$ cat src/rtl/core/led_matrix_serpentine_framebuffer_unit_macros.svh
// Assertion macros shared by the frame buffer RTL.
`ifndef LED_MATRIX_SERPENTINE_FRAMEBUFFER_UNIT_MACROS_SVH
`define LED_MATRIX_SERPENTINE_FRAMEBUFFER_UNIT_MACROS_SVH

// Same-cycle implication, disabled while in reset.
`define LMSFB_ASSERT_IMPLY(label, clk, rst_n, ante, cons, msg) \
	label: assert property (@(posedge clk) disable iff (!(rst_n)) (ante) |-> (cons)) \
		else $error(msg);

// Next-cycle implication, disabled while in reset.
`define LMSFB_ASSERT_NEXT(label, clk, rst_n, ante, cons, msg) \
	label: assert property (@(posedge clk) disable iff (!(rst_n)) (ante) |=> (cons)) \
		else $error(msg);

`endif

$ cat src/rtl/core/lmsfb_pkg.sv
// Shared types, command codes and the color scaling function of the frame buffer.
package lmsfb_pkg;

	localparam int COORD_W = 3;
	localparam int COLOR_W = 8;
	localparam int LEVEL_W = 9;
	localparam int KIND_W  = 3;

	localparam logic [LEVEL_W-1:0] LEVEL_FULL = 9'd256;

	// Command kinds
	localparam logic [KIND_W-1:0] KIND_PIXEL  = 3'd0;
	localparam logic [KIND_W-1:0] KIND_ROW    = 3'd1;
	localparam logic [KIND_W-1:0] KIND_COL    = 3'd2;
	localparam logic [KIND_W-1:0] KIND_BORDER = 3'd3;
	localparam logic [KIND_W-1:0] KIND_MAIN   = 3'd4;
	localparam logic [KIND_W-1:0] KIND_ANTI   = 3'd5;
	localparam logic [KIND_W-1:0] KIND_FILL   = 3'd6;
	localparam logic [KIND_W-1:0] KIND_FLUSH  = 3'd7;

	typedef struct packed {
		logic [COLOR_W-1:0] red;
		logic [COLOR_W-1:0] green;
		logic [COLOR_W-1:0] blue;
	} pixel_t;

	// Controller to datapath
	typedef struct packed {
		logic load;
		logic pixel_wr;
		logic walk_init;
		logic issue;
	} ctl_cmd_t;

	// Datapath to controller
	typedef struct packed {
		logic is_pixel;
		logic drop;
		logic s1_free;
		logic walk_last;
	} dp_stat_t;

	typedef enum logic [1:0] {
		ST_IDLE,
		ST_DISPATCH,
		ST_STREAM
	} state_t;

	// Scale one component: (c * level) >> 8
	function automatic logic [COLOR_W-1:0] scale_comp(input logic [COLOR_W-1:0] c,
		input logic [LEVEL_W-1:0] lvl);
		logic [COLOR_W+LEVEL_W-1:0] prod;
		prod = {{LEVEL_W{1'b0}}, c} * {{COLOR_W{1'b0}}, lvl};
		return prod[COLOR_W+7:8];
	endfunction

endpackage

$ cat src/rtl/core/lmsfb_ifs.sv
// Command and pixel stream channel interfaces.
interface lmsfb_cmd_if;
	logic                                 valid;
	logic                                 ready;
	logic [lmsfb_pkg::KIND_W-1:0]  kind;
	logic [lmsfb_pkg::COORD_W-1:0] pos_x;
	logic [lmsfb_pkg::COORD_W-1:0] pos_y;
	logic [lmsfb_pkg::COLOR_W-1:0] red;
	logic [lmsfb_pkg::COLOR_W-1:0] green;
	logic [lmsfb_pkg::COLOR_W-1:0] blue;
	logic [lmsfb_pkg::LEVEL_W-1:0] level;

	modport source (output valid, kind, pos_x, pos_y, red, green, blue, level, input ready);
	modport sink (input valid, kind, pos_x, pos_y, red, green, blue, level, output ready);
endinterface

interface lmsfb_pix_if;
	logic                                 valid;
	logic                                 ready;
	logic [lmsfb_pkg::COLOR_W-1:0] out_green;
	logic [lmsfb_pkg::COLOR_W-1:0] out_red;
	logic [lmsfb_pkg::COLOR_W-1:0] out_blue;
	logic                                 last;

	modport source (output valid, out_green, out_red, out_blue, last, input ready);
	modport sink (input valid, out_green, out_red, out_blue, last, output ready);
endinterface

$ cat src/rtl/core/led_matrix_serpentine_framebuffer_unit.sv
// Top level of the serpentine LED matrix frame buffer.
//
// channel  dir  payload                                        handshake
// cmd      in   kind, pos_x, pos_y, red, green, blue, level    valid/ready
// pix      out  out_green, out_red, out_blue, last             valid/ready
//
// Set-pixel and a dropped row or column end in the dispatch state. Other commands
// walk every stored index: the walk issues one store read-modify-write per cycle while
// the output stage is free, through the single store port into the output stage.
// Reset clears the store to black through per-entry valid bits; no clearing pass.
// A stalled pix channel holds the walk; the last pixel may wait while the next
// transaction on cmd is accepted.
`include "led_matrix_serpentine_framebuffer_unit_macros.svh"

module led_matrix_serpentine_framebuffer_unit #(
	parameter int MATRIX_WIDTH  = 5,
	parameter int MATRIX_HEIGHT = 5
) (
	input  logic          clk,
	input  logic          arst_n,
	lmsfb_cmd_if.sink     cmd,
	lmsfb_pix_if.source   pix
);

	lmsfb_pkg::ctl_cmd_t ctl;
	lmsfb_pkg::dp_stat_t stat;

	lmsfb_ctrl u_ctrl (
		.clk      (clk),
		.arst_n   (arst_n),
		.in_valid (cmd.valid),
		.in_ready (cmd.ready),
		.stat     (stat),
		.ctl      (ctl)
	);

	lmsfb_dp #(
		.MATRIX_WIDTH  (MATRIX_WIDTH),
		.MATRIX_HEIGHT (MATRIX_HEIGHT)
	) u_dp (
		.clk       (clk),
		.arst_n    (arst_n),
		.ctl       (ctl),
		.stat      (stat),
		.kind      (cmd.kind),
		.pos_x     (cmd.pos_x),
		.pos_y     (cmd.pos_y),
		.red       (cmd.red),
		.green     (cmd.green),
		.blue      (cmd.blue),
		.level     (cmd.level),
		.out_valid (pix.valid),
		.out_ready (pix.ready),
		.out_green (pix.out_green),
		.out_red   (pix.out_red),
		.out_blue  (pix.out_blue),
		.out_last  (pix.last)
	);

	// A store read is issued only when the output stage can take it
	`LMSFB_ASSERT_IMPLY(a_issue_free, clk, arst_n, ctl.issue, stat.s1_free, "issue into busy output stage")

	// An accepted command blocks acceptance of another in the next cycle
	`LMSFB_ASSERT_NEXT(a_accept_busy, clk, arst_n, cmd.valid && cmd.ready, !cmd.ready, "command accepted back to back")

	// Issuing the last stored index returns the sequencer to idle
	`LMSFB_ASSERT_NEXT(a_walk_end, clk, arst_n, ctl.issue && stat.walk_last, cmd.ready, "walk did not end after last index")

endmodule

$ cat src/rtl/core/lmsfb_ctrl.sv
// Command sequencer: accepts a transaction, dispatches a pixel write or a store walk.
module lmsfb_ctrl (
	input  logic                 clk,
	input  logic                 arst_n,
	input  logic                 in_valid,
	output logic                 in_ready,
	input  lmsfb_pkg::dp_stat_t  stat,
	output lmsfb_pkg::ctl_cmd_t  ctl
);

	lmsfb_pkg::state_t state_q;
	lmsfb_pkg::state_t state_d;

	// State register
	always_ff @(posedge clk or negedge arst_n) begin
		if (!arst_n) begin
			state_q <= lmsfb_pkg::ST_IDLE;
		end else begin
			state_q <= state_d;
		end
	end

	// Next state and commands
	always_comb begin
		state_d       = state_q;
		in_ready      = 1'b0;
		ctl           = '0;
		case (state_q)
			lmsfb_pkg::ST_IDLE: begin
				in_ready = 1'b1;
				if (in_valid) begin
					ctl.load = 1'b1;
					state_d  = lmsfb_pkg::ST_DISPATCH;
				end
			end
			lmsfb_pkg::ST_DISPATCH: begin
				if (stat.is_pixel) begin
					ctl.pixel_wr = 1'b1;
					state_d      = lmsfb_pkg::ST_IDLE;
				end else if (stat.drop) begin
					state_d = lmsfb_pkg::ST_IDLE;
				end else begin
					ctl.walk_init = 1'b1;
					state_d       = lmsfb_pkg::ST_STREAM;
				end
			end
			lmsfb_pkg::ST_STREAM: begin
				ctl.issue = stat.s1_free;
				if (stat.s1_free && stat.walk_last) begin
					state_d = lmsfb_pkg::ST_IDLE;
				end
			end
			default: begin
				state_d = lmsfb_pkg::ST_IDLE;
			end
		endcase
	end

endmodule

$ cat src/rtl/core/lmsfb_dp.sv
// Datapath: command registers, scaled color, pixel store and the stream output stage.
module lmsfb_dp #(
	parameter int MATRIX_WIDTH  = 5,
	parameter int MATRIX_HEIGHT = 5
) (
	input  logic                                 clk,
	input  logic                                 arst_n,
	input  lmsfb_pkg::ctl_cmd_t                  ctl,
	output lmsfb_pkg::dp_stat_t                  stat,
	input  logic [lmsfb_pkg::KIND_W-1:0]         kind,
	input  logic [lmsfb_pkg::COORD_W-1:0]        pos_x,
	input  logic [lmsfb_pkg::COORD_W-1:0]        pos_y,
	input  logic [lmsfb_pkg::COLOR_W-1:0]        red,
	input  logic [lmsfb_pkg::COLOR_W-1:0]        green,
	input  logic [lmsfb_pkg::COLOR_W-1:0]        blue,
	input  logic [lmsfb_pkg::LEVEL_W-1:0]        level,
	output logic                                 out_valid,
	input  logic                                 out_ready,
	output logic [lmsfb_pkg::COLOR_W-1:0]        out_green,
	output logic [lmsfb_pkg::COLOR_W-1:0]        out_red,
	output logic [lmsfb_pkg::COLOR_W-1:0]        out_blue,
	output logic                                 out_last
);

	localparam int COUNT = MATRIX_WIDTH * MATRIX_HEIGHT;
	localparam int AW    = $clog2(COUNT);
	localparam int XW    = $clog2(MATRIX_WIDTH);
	localparam int YW    = $clog2(MATRIX_HEIGHT);
	localparam int CW    = lmsfb_pkg::COORD_W;

	// Command registers
	logic [lmsfb_pkg::KIND_W-1:0] kind_q;
	logic [CW-1:0]                px_q;
	logic [CW-1:0]                py_q;
	lmsfb_pkg::pixel_t            color_q;
	logic [lmsfb_pkg::LEVEL_W-1:0] lvl_sat;

	// Walk counters
	logic [AW-1:0] idx_q;
	logic [YW-1:0] row_q;
	logic [XW-1:0] col_q;
	logic [XW-1:0] x_cur;
	logic          hit;

	// Pixel store with per-entry valid bits
	lmsfb_pkg::pixel_t mem_q [COUNT];
	logic [COUNT-1:0]  vld_q;
	logic              wr_en;
	logic [AW-1:0]     waddr;

	// Single pixel write address
	logic          pix_in_range;
	logic [CW-1:0] pix_xm;
	logic [AW-1:0] pix_lin;
	logic [AW-1:0] pix_idx;

	// Output stage
	logic              valid_s1;
	lmsfb_pkg::pixel_t data_s1;
	logic              last_s1;

	// Saturate the level and latch the scaled color with the command
	assign lvl_sat = (level > lmsfb_pkg::LEVEL_FULL) ? lmsfb_pkg::LEVEL_FULL : level;

	always_ff @(posedge clk) begin
		if (ctl.load) begin
			kind_q        <= kind;
			px_q          <= pos_x;
			py_q          <= pos_y;
			color_q.red   <= lmsfb_pkg::scale_comp(red, lvl_sat);
			color_q.green <= lmsfb_pkg::scale_comp(green, lvl_sat);
			color_q.blue  <= lmsfb_pkg::scale_comp(blue, lvl_sat);
		end
	end

	// Command status
	always_comb begin
		stat.is_pixel  = (kind_q == lmsfb_pkg::KIND_PIXEL);
		stat.drop      = ((kind_q == lmsfb_pkg::KIND_ROW) && (int'(py_q) >= MATRIX_HEIGHT)) ||
			((kind_q == lmsfb_pkg::KIND_COL) && (int'(px_q) >= MATRIX_WIDTH));
		stat.s1_free   = !valid_s1 || out_ready;
		stat.walk_last = (idx_q == AW'(COUNT - 1));
	end

	// Column of the current walk position; odd rows run right to left
	assign x_cur = row_q[0] ? (XW'(MATRIX_WIDTH - 1) - col_q) : col_q;

	// Decide whether the drawing command covers the current pixel
	always_comb begin
		case (kind_q)
			lmsfb_pkg::KIND_ROW:    hit = (CW'(row_q) == py_q);
			lmsfb_pkg::KIND_COL:    hit = (CW'(x_cur) == px_q);
			lmsfb_pkg::KIND_BORDER: hit = (x_cur == '0) || (x_cur == XW'(MATRIX_WIDTH - 1)) ||
				(row_q == '0) || (row_q == YW'(MATRIX_HEIGHT - 1));
			lmsfb_pkg::KIND_MAIN:   hit = (CW'(x_cur) == CW'(row_q));
			lmsfb_pkg::KIND_ANTI:   hit = ((CW+1)'(x_cur) + (CW+1)'(row_q)) ==
				(CW+1)'(MATRIX_WIDTH - 1);
			lmsfb_pkg::KIND_FILL:   hit = 1'b1;
			default:                hit = 1'b0;
		endcase
	end

	// Stored index of a single pixel
	assign pix_in_range = (int'(px_q) < MATRIX_WIDTH) && (int'(py_q) < MATRIX_HEIGHT);
	assign pix_xm       = py_q[0] ? (CW'(MATRIX_WIDTH - 1) - px_q) : px_q;
	assign pix_lin      = AW'(int'(py_q) * MATRIX_WIDTH + int'(pix_xm));
	assign pix_idx      = AW'(COUNT - 1) - pix_lin;

	// Write port select
	assign wr_en = (ctl.issue && hit) || (ctl.pixel_wr && pix_in_range);
	assign waddr = ctl.issue ? idx_q : pix_idx;

	// Advance the walk in stored order
	always_ff @(posedge clk or negedge arst_n) begin
		if (!arst_n) begin
			idx_q <= '0;
			row_q <= '0;
			col_q <= '0;
		end else if (ctl.walk_init) begin
			idx_q <= '0;
			row_q <= YW'(MATRIX_HEIGHT - 1);
			col_q <= XW'(MATRIX_WIDTH - 1);
		end else if (ctl.issue) begin
			idx_q <= idx_q + AW'(1);
			if (col_q == '0) begin
				col_q <= XW'(MATRIX_WIDTH - 1);
				row_q <= row_q - YW'(1);
			end else begin
				col_q <= col_q - XW'(1);
			end
		end
	end

	// Mark entries written since reset
	always_ff @(posedge clk or negedge arst_n) begin
		if (!arst_n) begin
			vld_q <= '0;
		end else if (wr_en) begin
			vld_q[waddr] <= 1'b1;
		end
	end

	// Store write and registered read into the output stage
	always_ff @(posedge clk) begin
		if (wr_en) begin
			mem_q[waddr] <= color_q;
		end
		if (ctl.issue) begin
			if (hit) begin
				data_s1 <= color_q;
			end else if (vld_q[idx_q]) begin
				data_s1 <= mem_q[idx_q];
			end else begin
				data_s1 <= '0;
			end
			last_s1 <= (idx_q == AW'(COUNT - 1));
		end
	end

	// Hold the output transaction until taken
	always_ff @(posedge clk or negedge arst_n) begin
		if (!arst_n) begin
			valid_s1 <= 1'b0;
		end else if (ctl.issue) begin
			valid_s1 <= 1'b1;
		end else if (out_ready) begin
			valid_s1 <= 1'b0;
		end
	end

	assign out_valid = valid_s1;
	assign out_green = data_s1.green;
	assign out_red   = data_s1.red;
	assign out_blue  = data_s1.blue;
	assign out_last  = last_s1;

endmodule
$ cat src/flat_wrapper.sv
// flat-port wrapper written by rule: the top's interface ports become plain ports
module led_matrix_serpentine_framebuffer_unit_flat 
#(
	parameter int MATRIX_WIDTH  = 5,
	parameter int MATRIX_HEIGHT = 5
)
  (clk, arst_n, cmd_valid, cmd_kind, cmd_pos_x, cmd_pos_y, cmd_red, cmd_green, cmd_blue, cmd_level, cmd_ready, pix_valid, pix_out_green, pix_out_red, pix_out_blue, pix_last, pix_ready);
  lmsfb_cmd_if cmd_i ();
  lmsfb_pix_if pix_i ();
  input  logic clk;
  input  logic arst_n;
  input wire logic [$bits(cmd_i.valid)-1:0] cmd_valid;
  input wire logic [$bits(cmd_i.kind)-1:0] cmd_kind;
  input wire logic [$bits(cmd_i.pos_x)-1:0] cmd_pos_x;
  input wire logic [$bits(cmd_i.pos_y)-1:0] cmd_pos_y;
  input wire logic [$bits(cmd_i.red)-1:0] cmd_red;
  input wire logic [$bits(cmd_i.green)-1:0] cmd_green;
  input wire logic [$bits(cmd_i.blue)-1:0] cmd_blue;
  input wire logic [$bits(cmd_i.level)-1:0] cmd_level;
  output wire logic [$bits(cmd_i.ready)-1:0] cmd_ready;
  output wire logic [$bits(pix_i.valid)-1:0] pix_valid;
  output wire logic [$bits(pix_i.out_green)-1:0] pix_out_green;
  output wire logic [$bits(pix_i.out_red)-1:0] pix_out_red;
  output wire logic [$bits(pix_i.out_blue)-1:0] pix_out_blue;
  output wire logic [$bits(pix_i.last)-1:0] pix_last;
  input wire logic [$bits(pix_i.ready)-1:0] pix_ready;
  assign cmd_i.valid = cmd_valid;
  assign cmd_i.kind = cmd_kind;
  assign cmd_i.pos_x = cmd_pos_x;
  assign cmd_i.pos_y = cmd_pos_y;
  assign cmd_i.red = cmd_red;
  assign cmd_i.green = cmd_green;
  assign cmd_i.blue = cmd_blue;
  assign cmd_i.level = cmd_level;
  assign cmd_ready = cmd_i.ready;
  assign pix_valid = pix_i.valid;
  assign pix_out_green = pix_i.out_green;
  assign pix_out_red = pix_i.out_red;
  assign pix_out_blue = pix_i.out_blue;
  assign pix_last = pix_i.last;
  assign pix_i.ready = pix_ready;
  led_matrix_serpentine_framebuffer_unit #(.MATRIX_WIDTH(MATRIX_WIDTH), .MATRIX_HEIGHT(MATRIX_HEIGHT)) u_core (.clk(clk), .arst_n(arst_n), .cmd(cmd_i), .pix(pix_i));
endmodule
$ cat config.mk
export PLATFORM = sky130hd
export DESIGN_NAME = led_matrix_serpentine_framebuffer_unit_flat
export DESIGN_NICKNAME = d
export VERILOG_FILES = /design/src/rtl/core/lmsfb_pkg.sv /design/src/rtl/core/lmsfb_ifs.sv /design/src/rtl/core/led_matrix_serpentine_framebuffer_unit.sv /design/src/rtl/core/lmsfb_ctrl.sv /design/src/rtl/core/lmsfb_dp.sv /design/src/flat_wrapper.sv
export VERILOG_INCLUDE_DIRS = /design/src /design/src/rtl/core
export SDC_FILE = /design/constraint.sdc
export NUM_CORES = 1
export LEC_CHECK = 0
export ABC_AREA = 0
export BUFFER_PORTS_ARGS = -buffer_cell sky130_fd_sc_hd__buf_2
export CAP_MARGIN = 10
export CORE_MARGIN = 4
export CORE_UTILIZATION = 35
export CTS_CLUSTER_DIAMETER = 150
export DETAILED_ROUTE_END_ITERATION = 6
export GPL_TIMING_DRIVEN = 0
export SETUP_SLACK_MARGIN = 0.5
export SYNTH_ARGS = -nofsm -noshare
export SYNTH_HDL_FRONTEND = slang
export SYNTH_SLANG_ARGS = --single-unit
$ cat constraint.sdc
create_clock -name clk -period 7.7 [get_ports clk]
set_input_delay 0.385 -clock clk [delete_from_list [all_inputs] [get_ports clk]]
set_output_delay 0.385 -clock clk [all_outputs]
set_load 0.03 [all_outputs]
* Yosys cells after proc, flatten, opt, wreduce, memory -nomap -nowiden *
Memory sizes are Yosys's and may differ from the RTL's.
Index checks and enable logic that the tools add are counted.

cells by class
  $add $sub $neg = 8
  multiply operators = 4
  order comparisons = 8
  eq/ne operators = 17
  muxes and demuxes = 36
  bitwise logic cells = 1
  reductions and logical operators = 24

operator list
  cell                                                                           count
  8-bit by 9-bit multiplier with 16-bit output                                   3
  24-bit 2-to-1 mux                                                              2
  25-bit bitwise OR                                                              1
  3-bit 2-to-1 mux                                                               8
  3-bit == test (second input constant)                                          5
  5-bit 2-to-1 mux                                                               3
  1-bit 2-to-1 mux                                                               13
  3-bit logical NOT                                                              4
  5-bit by 6-bit less-than comparator with 1-bit output (second input constant)  2
  2-bit 2-to-1 mux                                                               5
  3-bit == test                                                                  3
  9-bit > comparator (second input constant)                                     1
  9-bit 2-to-1 mux                                                               1
  1-bit logical AND                                                              7
  3-bit by 2-bit == test with 1-bit output (second input constant)               2
  3-bit >= comparator (second input constant)                                    2
  1-bit logical OR                                                               6
  3-bit less-than comparator (second input constant)                             2
  1-bit case mux with 6 select lines                                             1
  2-bit case mux with 3 select lines                                             1
  2-bit nonzero test                                                             3
  3-bit by 1-bit subtractor with 3-bit output (second input constant)            2
  3-bit subtractor (first input constant)                                        2
  5-bit by 1-bit adder with 5-bit output (second input constant)                 1
  other kinds (16)                                                               18

word-level totals
  bits in registers = 97
  RAM bits = 600
  bits of input ports = 46
  output and inout bits = 27
  word-level logic and storage cells = 115
  memories kept = 1

memories
  memory             words  width  read ports  clocked after Yosys merged registers in  wr ports  RTL line        text
  u_core.u_dp.mem_q  25     24     1           0                                        1         lmsfb_dp.sv:46  lmsfb_pkg::pixel_t mem_q [COUNT];

* Depth between registers and ports, before layout *
  word-level depth = 11
  depth in mapped cells = 19
  gate-level depth less buffers = 17

* Cells and area by module *
A second synthesis with hierarchy kept.

second synthesis, totals
  cell total of the unflattened synthesis = 2137
  area, all modules = 33822.4 um2

by module, submodules not included
  module      instances  cells each  area each (um2)  seq. area each (um2)
  lmsfb_dp    1          2126        33709.8          20684.8
  lmsfb_ctrl  1          11          112.6            50.0

* Least setup slack after synthesis *
Ideal clock, no wire load.

  kind = input port to flip-flop
  start = in cmd_level[8]
  end = reg u_core.u_dp.color_q[23] (netlist bit) (data pin)
  setup time = 0.260 ns
  data arrival time = 4.985 ns
  required time = 7.440 ns
  setup slack = 2.455 ns
  stages on the path = 19
  buffers on the path = 2
  cell sequence = clkbuf_1 nor2b_1 clkbuf_1 and2_1 fa_1 inv_1 fa_1 inv_1 fa_1 inv_1 fa_1 inv_1 ha_1 a2111oi_0 o31ai_1 a2111oi_0 o21ai_0 a21oi_1 xnor2_1

between the ends
  cells in the longest elaborated chain, start to end = 3

ends and longest elaborated chain
  item                                              RTL line            text
  from (decl)                                       flat_wrapper.sv:19  input wire logic [$bits(cmd_i.level)-1:0] cmd_level;
  9-bit > comparator                                lmsfb_dp.sv:63      assign lvl_sat = (level > lmsfb_pkg::LEVEL_FULL) ? lmsfb_pkg::LEVEL_FULL : level;
  9-bit 2-to-1 mux (*)                              lmsfb_dp.sv:63
  8-bit by 9-bit multiplier with 16-bit output (*)  lmsfb_pkg.sv:53     prod = {{LEVEL_W{1'b0}}, c} * {{COLOR_W{1'b0}}, lvl};
  to (decl)                                         lmsfb_dp.sv:35      lmsfb_pkg::pixel_t color_q;

Every way passes the cells marked *; elsewhere a longest branch is shown, timed or not.
A chain may end at the register's enable or synchronous reset.

* Worst setup path in the final report *
Same ends and word-level chain as after synthesis.

==> impl_metrics.toml <==
[run_status]
status = "completed"

[placed_design]
gp_congestion = 0.8584
place_area_sq_mm = 0.03699
dp_hpwl_mm = 56.49
post-place-cells = 3569
placement.io_buffers = 72

[cts]
cts.reportedPaths.clkPinSlew_ns = 0.06
post-cts-setup-buffers = 0
cts-root-buf = "clkbuf_16"
worstSkewPairLatency_ns = 0.60
cts.repair.resized = 0
clock_path_buffers = 3
htreeDepth = 3
cts_sinks = 697
numCtsBuffers = 71
cts_tree = "done"

[route]
m1WireLength_mm = 34.43
routedWlPerCell_microns = 21.83
wl_met3_mm = 5.518
finalWirelength_mm = 81.01
drtAntennaViolNets = 0
top_layer_used = "met4"
vias_per_cell = 5.202
vias = 19310
drt_iter0_drc = 1573
drc = 0
met2_length_mm = 39.22
dr.pass1.iters = 5

[yosys]
synth_commonest_cells = "edfxtp_1 (658), inv_1 (172), and2_1 (171), mux4_2 (125), fa_1 (123)"
synth_edf_count = 658
syn_nets = 2474
avgSynthCellArea_sq_um = 15.54
ys_ff_latch = 697
ys_top_cells_by_area = "edfxtp_1 (58%), mux4_2 (8.3%), fa_1 (7.2%), ha_1 (4.2%), and2_1 (3.1%)"
synth_top_area_share = 0.5800
synthArstFlopShare = 0.05595
ys_seq_area_frac = 0.6086
ys_types = 62
synth_area_sq_mm = 0.03407
synth_top_flop_cell = "edfxtp_1"
yosysMostFrequentCell = "edfxtp_1"
yosys_warnings = 0
yosys.area.top_type = "edfxtp_1"
synthCells = 2192

[critical_path]
path_class = "input pin to flop"
worst-endpoint-arrival_ns = 6.85
critPathCaptureType = "flop"
crit_fanout = 10
cp_slowest_cell = "a2111oi_0"
crit_path_start_kind = "input pin"
path_buf_inv = 6
cpPeakStageDelay_ns = 0.79
path_cells = "buf_2, clkbuf_1, nor2b_1, clkbuf_1, nand2_1, fa_1, fa_1, inv_1, fa_1, inv_1, fa_1, inv_1, ha_1, a2111oi_0, o31ai_1, a2111oi_0, o21ai_0, a21oi_1, xnor2_1"
cp.required_ns = 8.05
cpMostUsedCell = "fa_1"
cpLargestDelayFamily = "adder cells"

[power]
swShare = 0.3254
p_comb_frac = 0.296
switchingPower_uw = 3996
p_int_uw = 8284
pwr-share-seq = 0.417
p_clk_frac = 0.287
p_per_area_mw_per_mm2 = 310.9
p_leak_uw = 0.01406
ir_drop_v = 0.0001448

[timing]
min_period_ns = 6.495
grt_setup_unrepaired = "false"
fin_setup_tns_ns = 0
setup_violations = 0
max_slew_margin = 0.1683
clock_skew_ns = 0.01981
fmax_mhz = 154.0
drv_slew = 0
whs_ns = 0.1872
hold_viol = 0
tightestPinTransition_ns = 1.239
fin_crit_sh = 0.8435

[global_routing]
antenna_found_initial = 1
grt_max_degree = 40
groute.usage.overall = 0.1573
grt_pass1_vias = 20520
overflow = 0
grt_pass1_wl_mm = 124.3

[floorplan]
core_sq_mm = 0.09657
initial_utilization = 0.3528
num_rows = 114
die_area_sq_mm = 0.1024
fp.dieH_microns = 320.0
io_pins = 73
chipWidth_microns = 320.0

[cells_and_area]
final_area_sq_mm = 0.03950
regArea_sq_mm = 0.02073
n_antenna_cell = 0
area_growth_pct = 15.94
nFillCells = 8676
drive_gt1_frac = 0.1778
stdcell_count = 3711
multi_input_area_sq_mm = 0.01246
fin_nets = 2660

[job]
drv_cap = 0

[worst_hold_path]
hold_path.class = "input pin to flop"
-- sequential cells by signal, indices dropped and copies added, names as in the netlist --
signal and flops:
u_core.u_dp.out_blue 8, u_core.u_dp.out_red 8, u_core.u_dp.mem_q 600, u_core.u_dp.idx_q 5, u_core.u_dp.row_q 3, u_core.u_dp.col_q 3, u_core.u_dp.kind_q 3, u_core.u_dp.out_last 1
u_core.u_dp.out_valid 1, u_core.u_dp.px_q 3, u_core.u_dp.py_q 3, u_core.u_ctrl.state_q 2, u_core.u_dp.color_q 24, u_core.u_dp.vld_q 25, u_core.u_dp.out_green 8
-- repair_timing --
item / in CTS / in global routing
setup endpoints to repair: 0 / 0
hold endpoints to repair: 49 / 0
hold buffers: 11 / 0
-- tightest hold or removal path: cells and delay by family --
kind                   cells  cell delay, ns
buffers and inverters      1            0.07
AO/OA/AOI/OAI              1            0.11
AND/OR/NAND/NOR            1            0.17
-- kinds of logic after synthesis --
| family | count (synthesis) | share of synthesized area |
|---|---|---|
| flip-flops | 697 | 0.6086 |
| AO/OA/AOI/OAI | 258 | 0.05153 |
| XOR/XNOR | 44 | 0.01131 |
| adder cells (fa/ha/maj) | 236 | 0.1138 |
| multiplexers | 197 | 0.1044 |
| buffers and inverters | 275 | 0.03397 |
| AND/OR/NAND/NOR | 485 | 0.07636 |
-- power by group through the flow --
stage / logic [uW] / clock network, uW / registers, uW
4_1_cts: 3680 / 3590 / 5120
2_1_floorplan: 2380 / 0 / 5140
5_1_grt: 3970 / 3760 / 5180
3_3_place_gp: 3500 / 0 / 5170
6_report: 3640 / 3520 / 5120
3_5_place_dp: 3650 / 0 / 5200
-- per-stage QoR --
stage / util / total power [uW] / setup WS (ns)
floorplan: - / 7522 / 2.455
global placement: 0.3731 / 8674 / 0.7179
detailed placement: 0.3830 / 8852 / 0.5236
CTS: 0.4090 / 12400 / 1.153
global route: 0.4090 / 12900 / 0.7042
finish: 0.4090 / 12280 / 1.205
-- final timing paths --
check | cells after the start | to | start | slack (ns)
max in group asynchronous | 2 | u_core.u_dp.vld_q[4]$_DFFE_PN0N_ | arst_n | 6.63
min | 3 | u_core.u_dp.out_valid$_DFFE_PN0P_ | pix_ready | 0.19
min reg2reg | 1 | u_core.u_dp.vld_q[21]$_DFFE_PN0N_ | u_core.u_dp.vld_q[21]$_DFFE_PN0N_ | 0.47
min in group asynchronous | 2 | u_core.u_dp.out_valid$_DFFE_PN0P_ | arst_n | 0.47
max | 19 | u_core.u_dp.color_q[23]$_DFFE_PP_ | cmd_level[8] | 1.20
max reg2reg | 16 | u_core.u_dp.mem_q[13][5]$_DFFE_PP_ | u_core.u_dp.px_q[0]$_DFFE_PP_ | 2.72
-- per-layer routing --
layer  track usage  vias to the layer above
met5             0                        -
met4       0.04557                        0
met3       0.02658                      134
met2        0.2603                      680
met1        0.2146                     9940
li1              -                     8552
-- final cells by class --
class                           count  share of cell area
Clock inverter                     48             0.01273
Tap cell                         1276             0.04042
Multi-Input combinational cell   1220              0.3154
Buffer                            103             0.01299
Timing Repair Buffer              113             0.02927
Sequential cell                   697              0.5249
Clock buffer                       82             0.04790
Inverter                          172             0.01635
-- cells in the final DEF (no fill, tap or decap), types with 42 or more instances in the layout --
cell	Yosys	routed
a21oi_1	73	49
nand2_1	96	96
and2_1	171	170
clkbuf_1	51	58
edfxtp_1	658	658
mux2i_1	55	55
ha_1	113	113
clkbuf_16	0	74
inv_1	172	172
a211oi_1	60	60
fa_1	123	123
nor2b_1	42	42
nor2_1	82	82
mux4_2	125	125
buf_2	31	104
No activity file was read; power rests on OpenSTA's default activity.
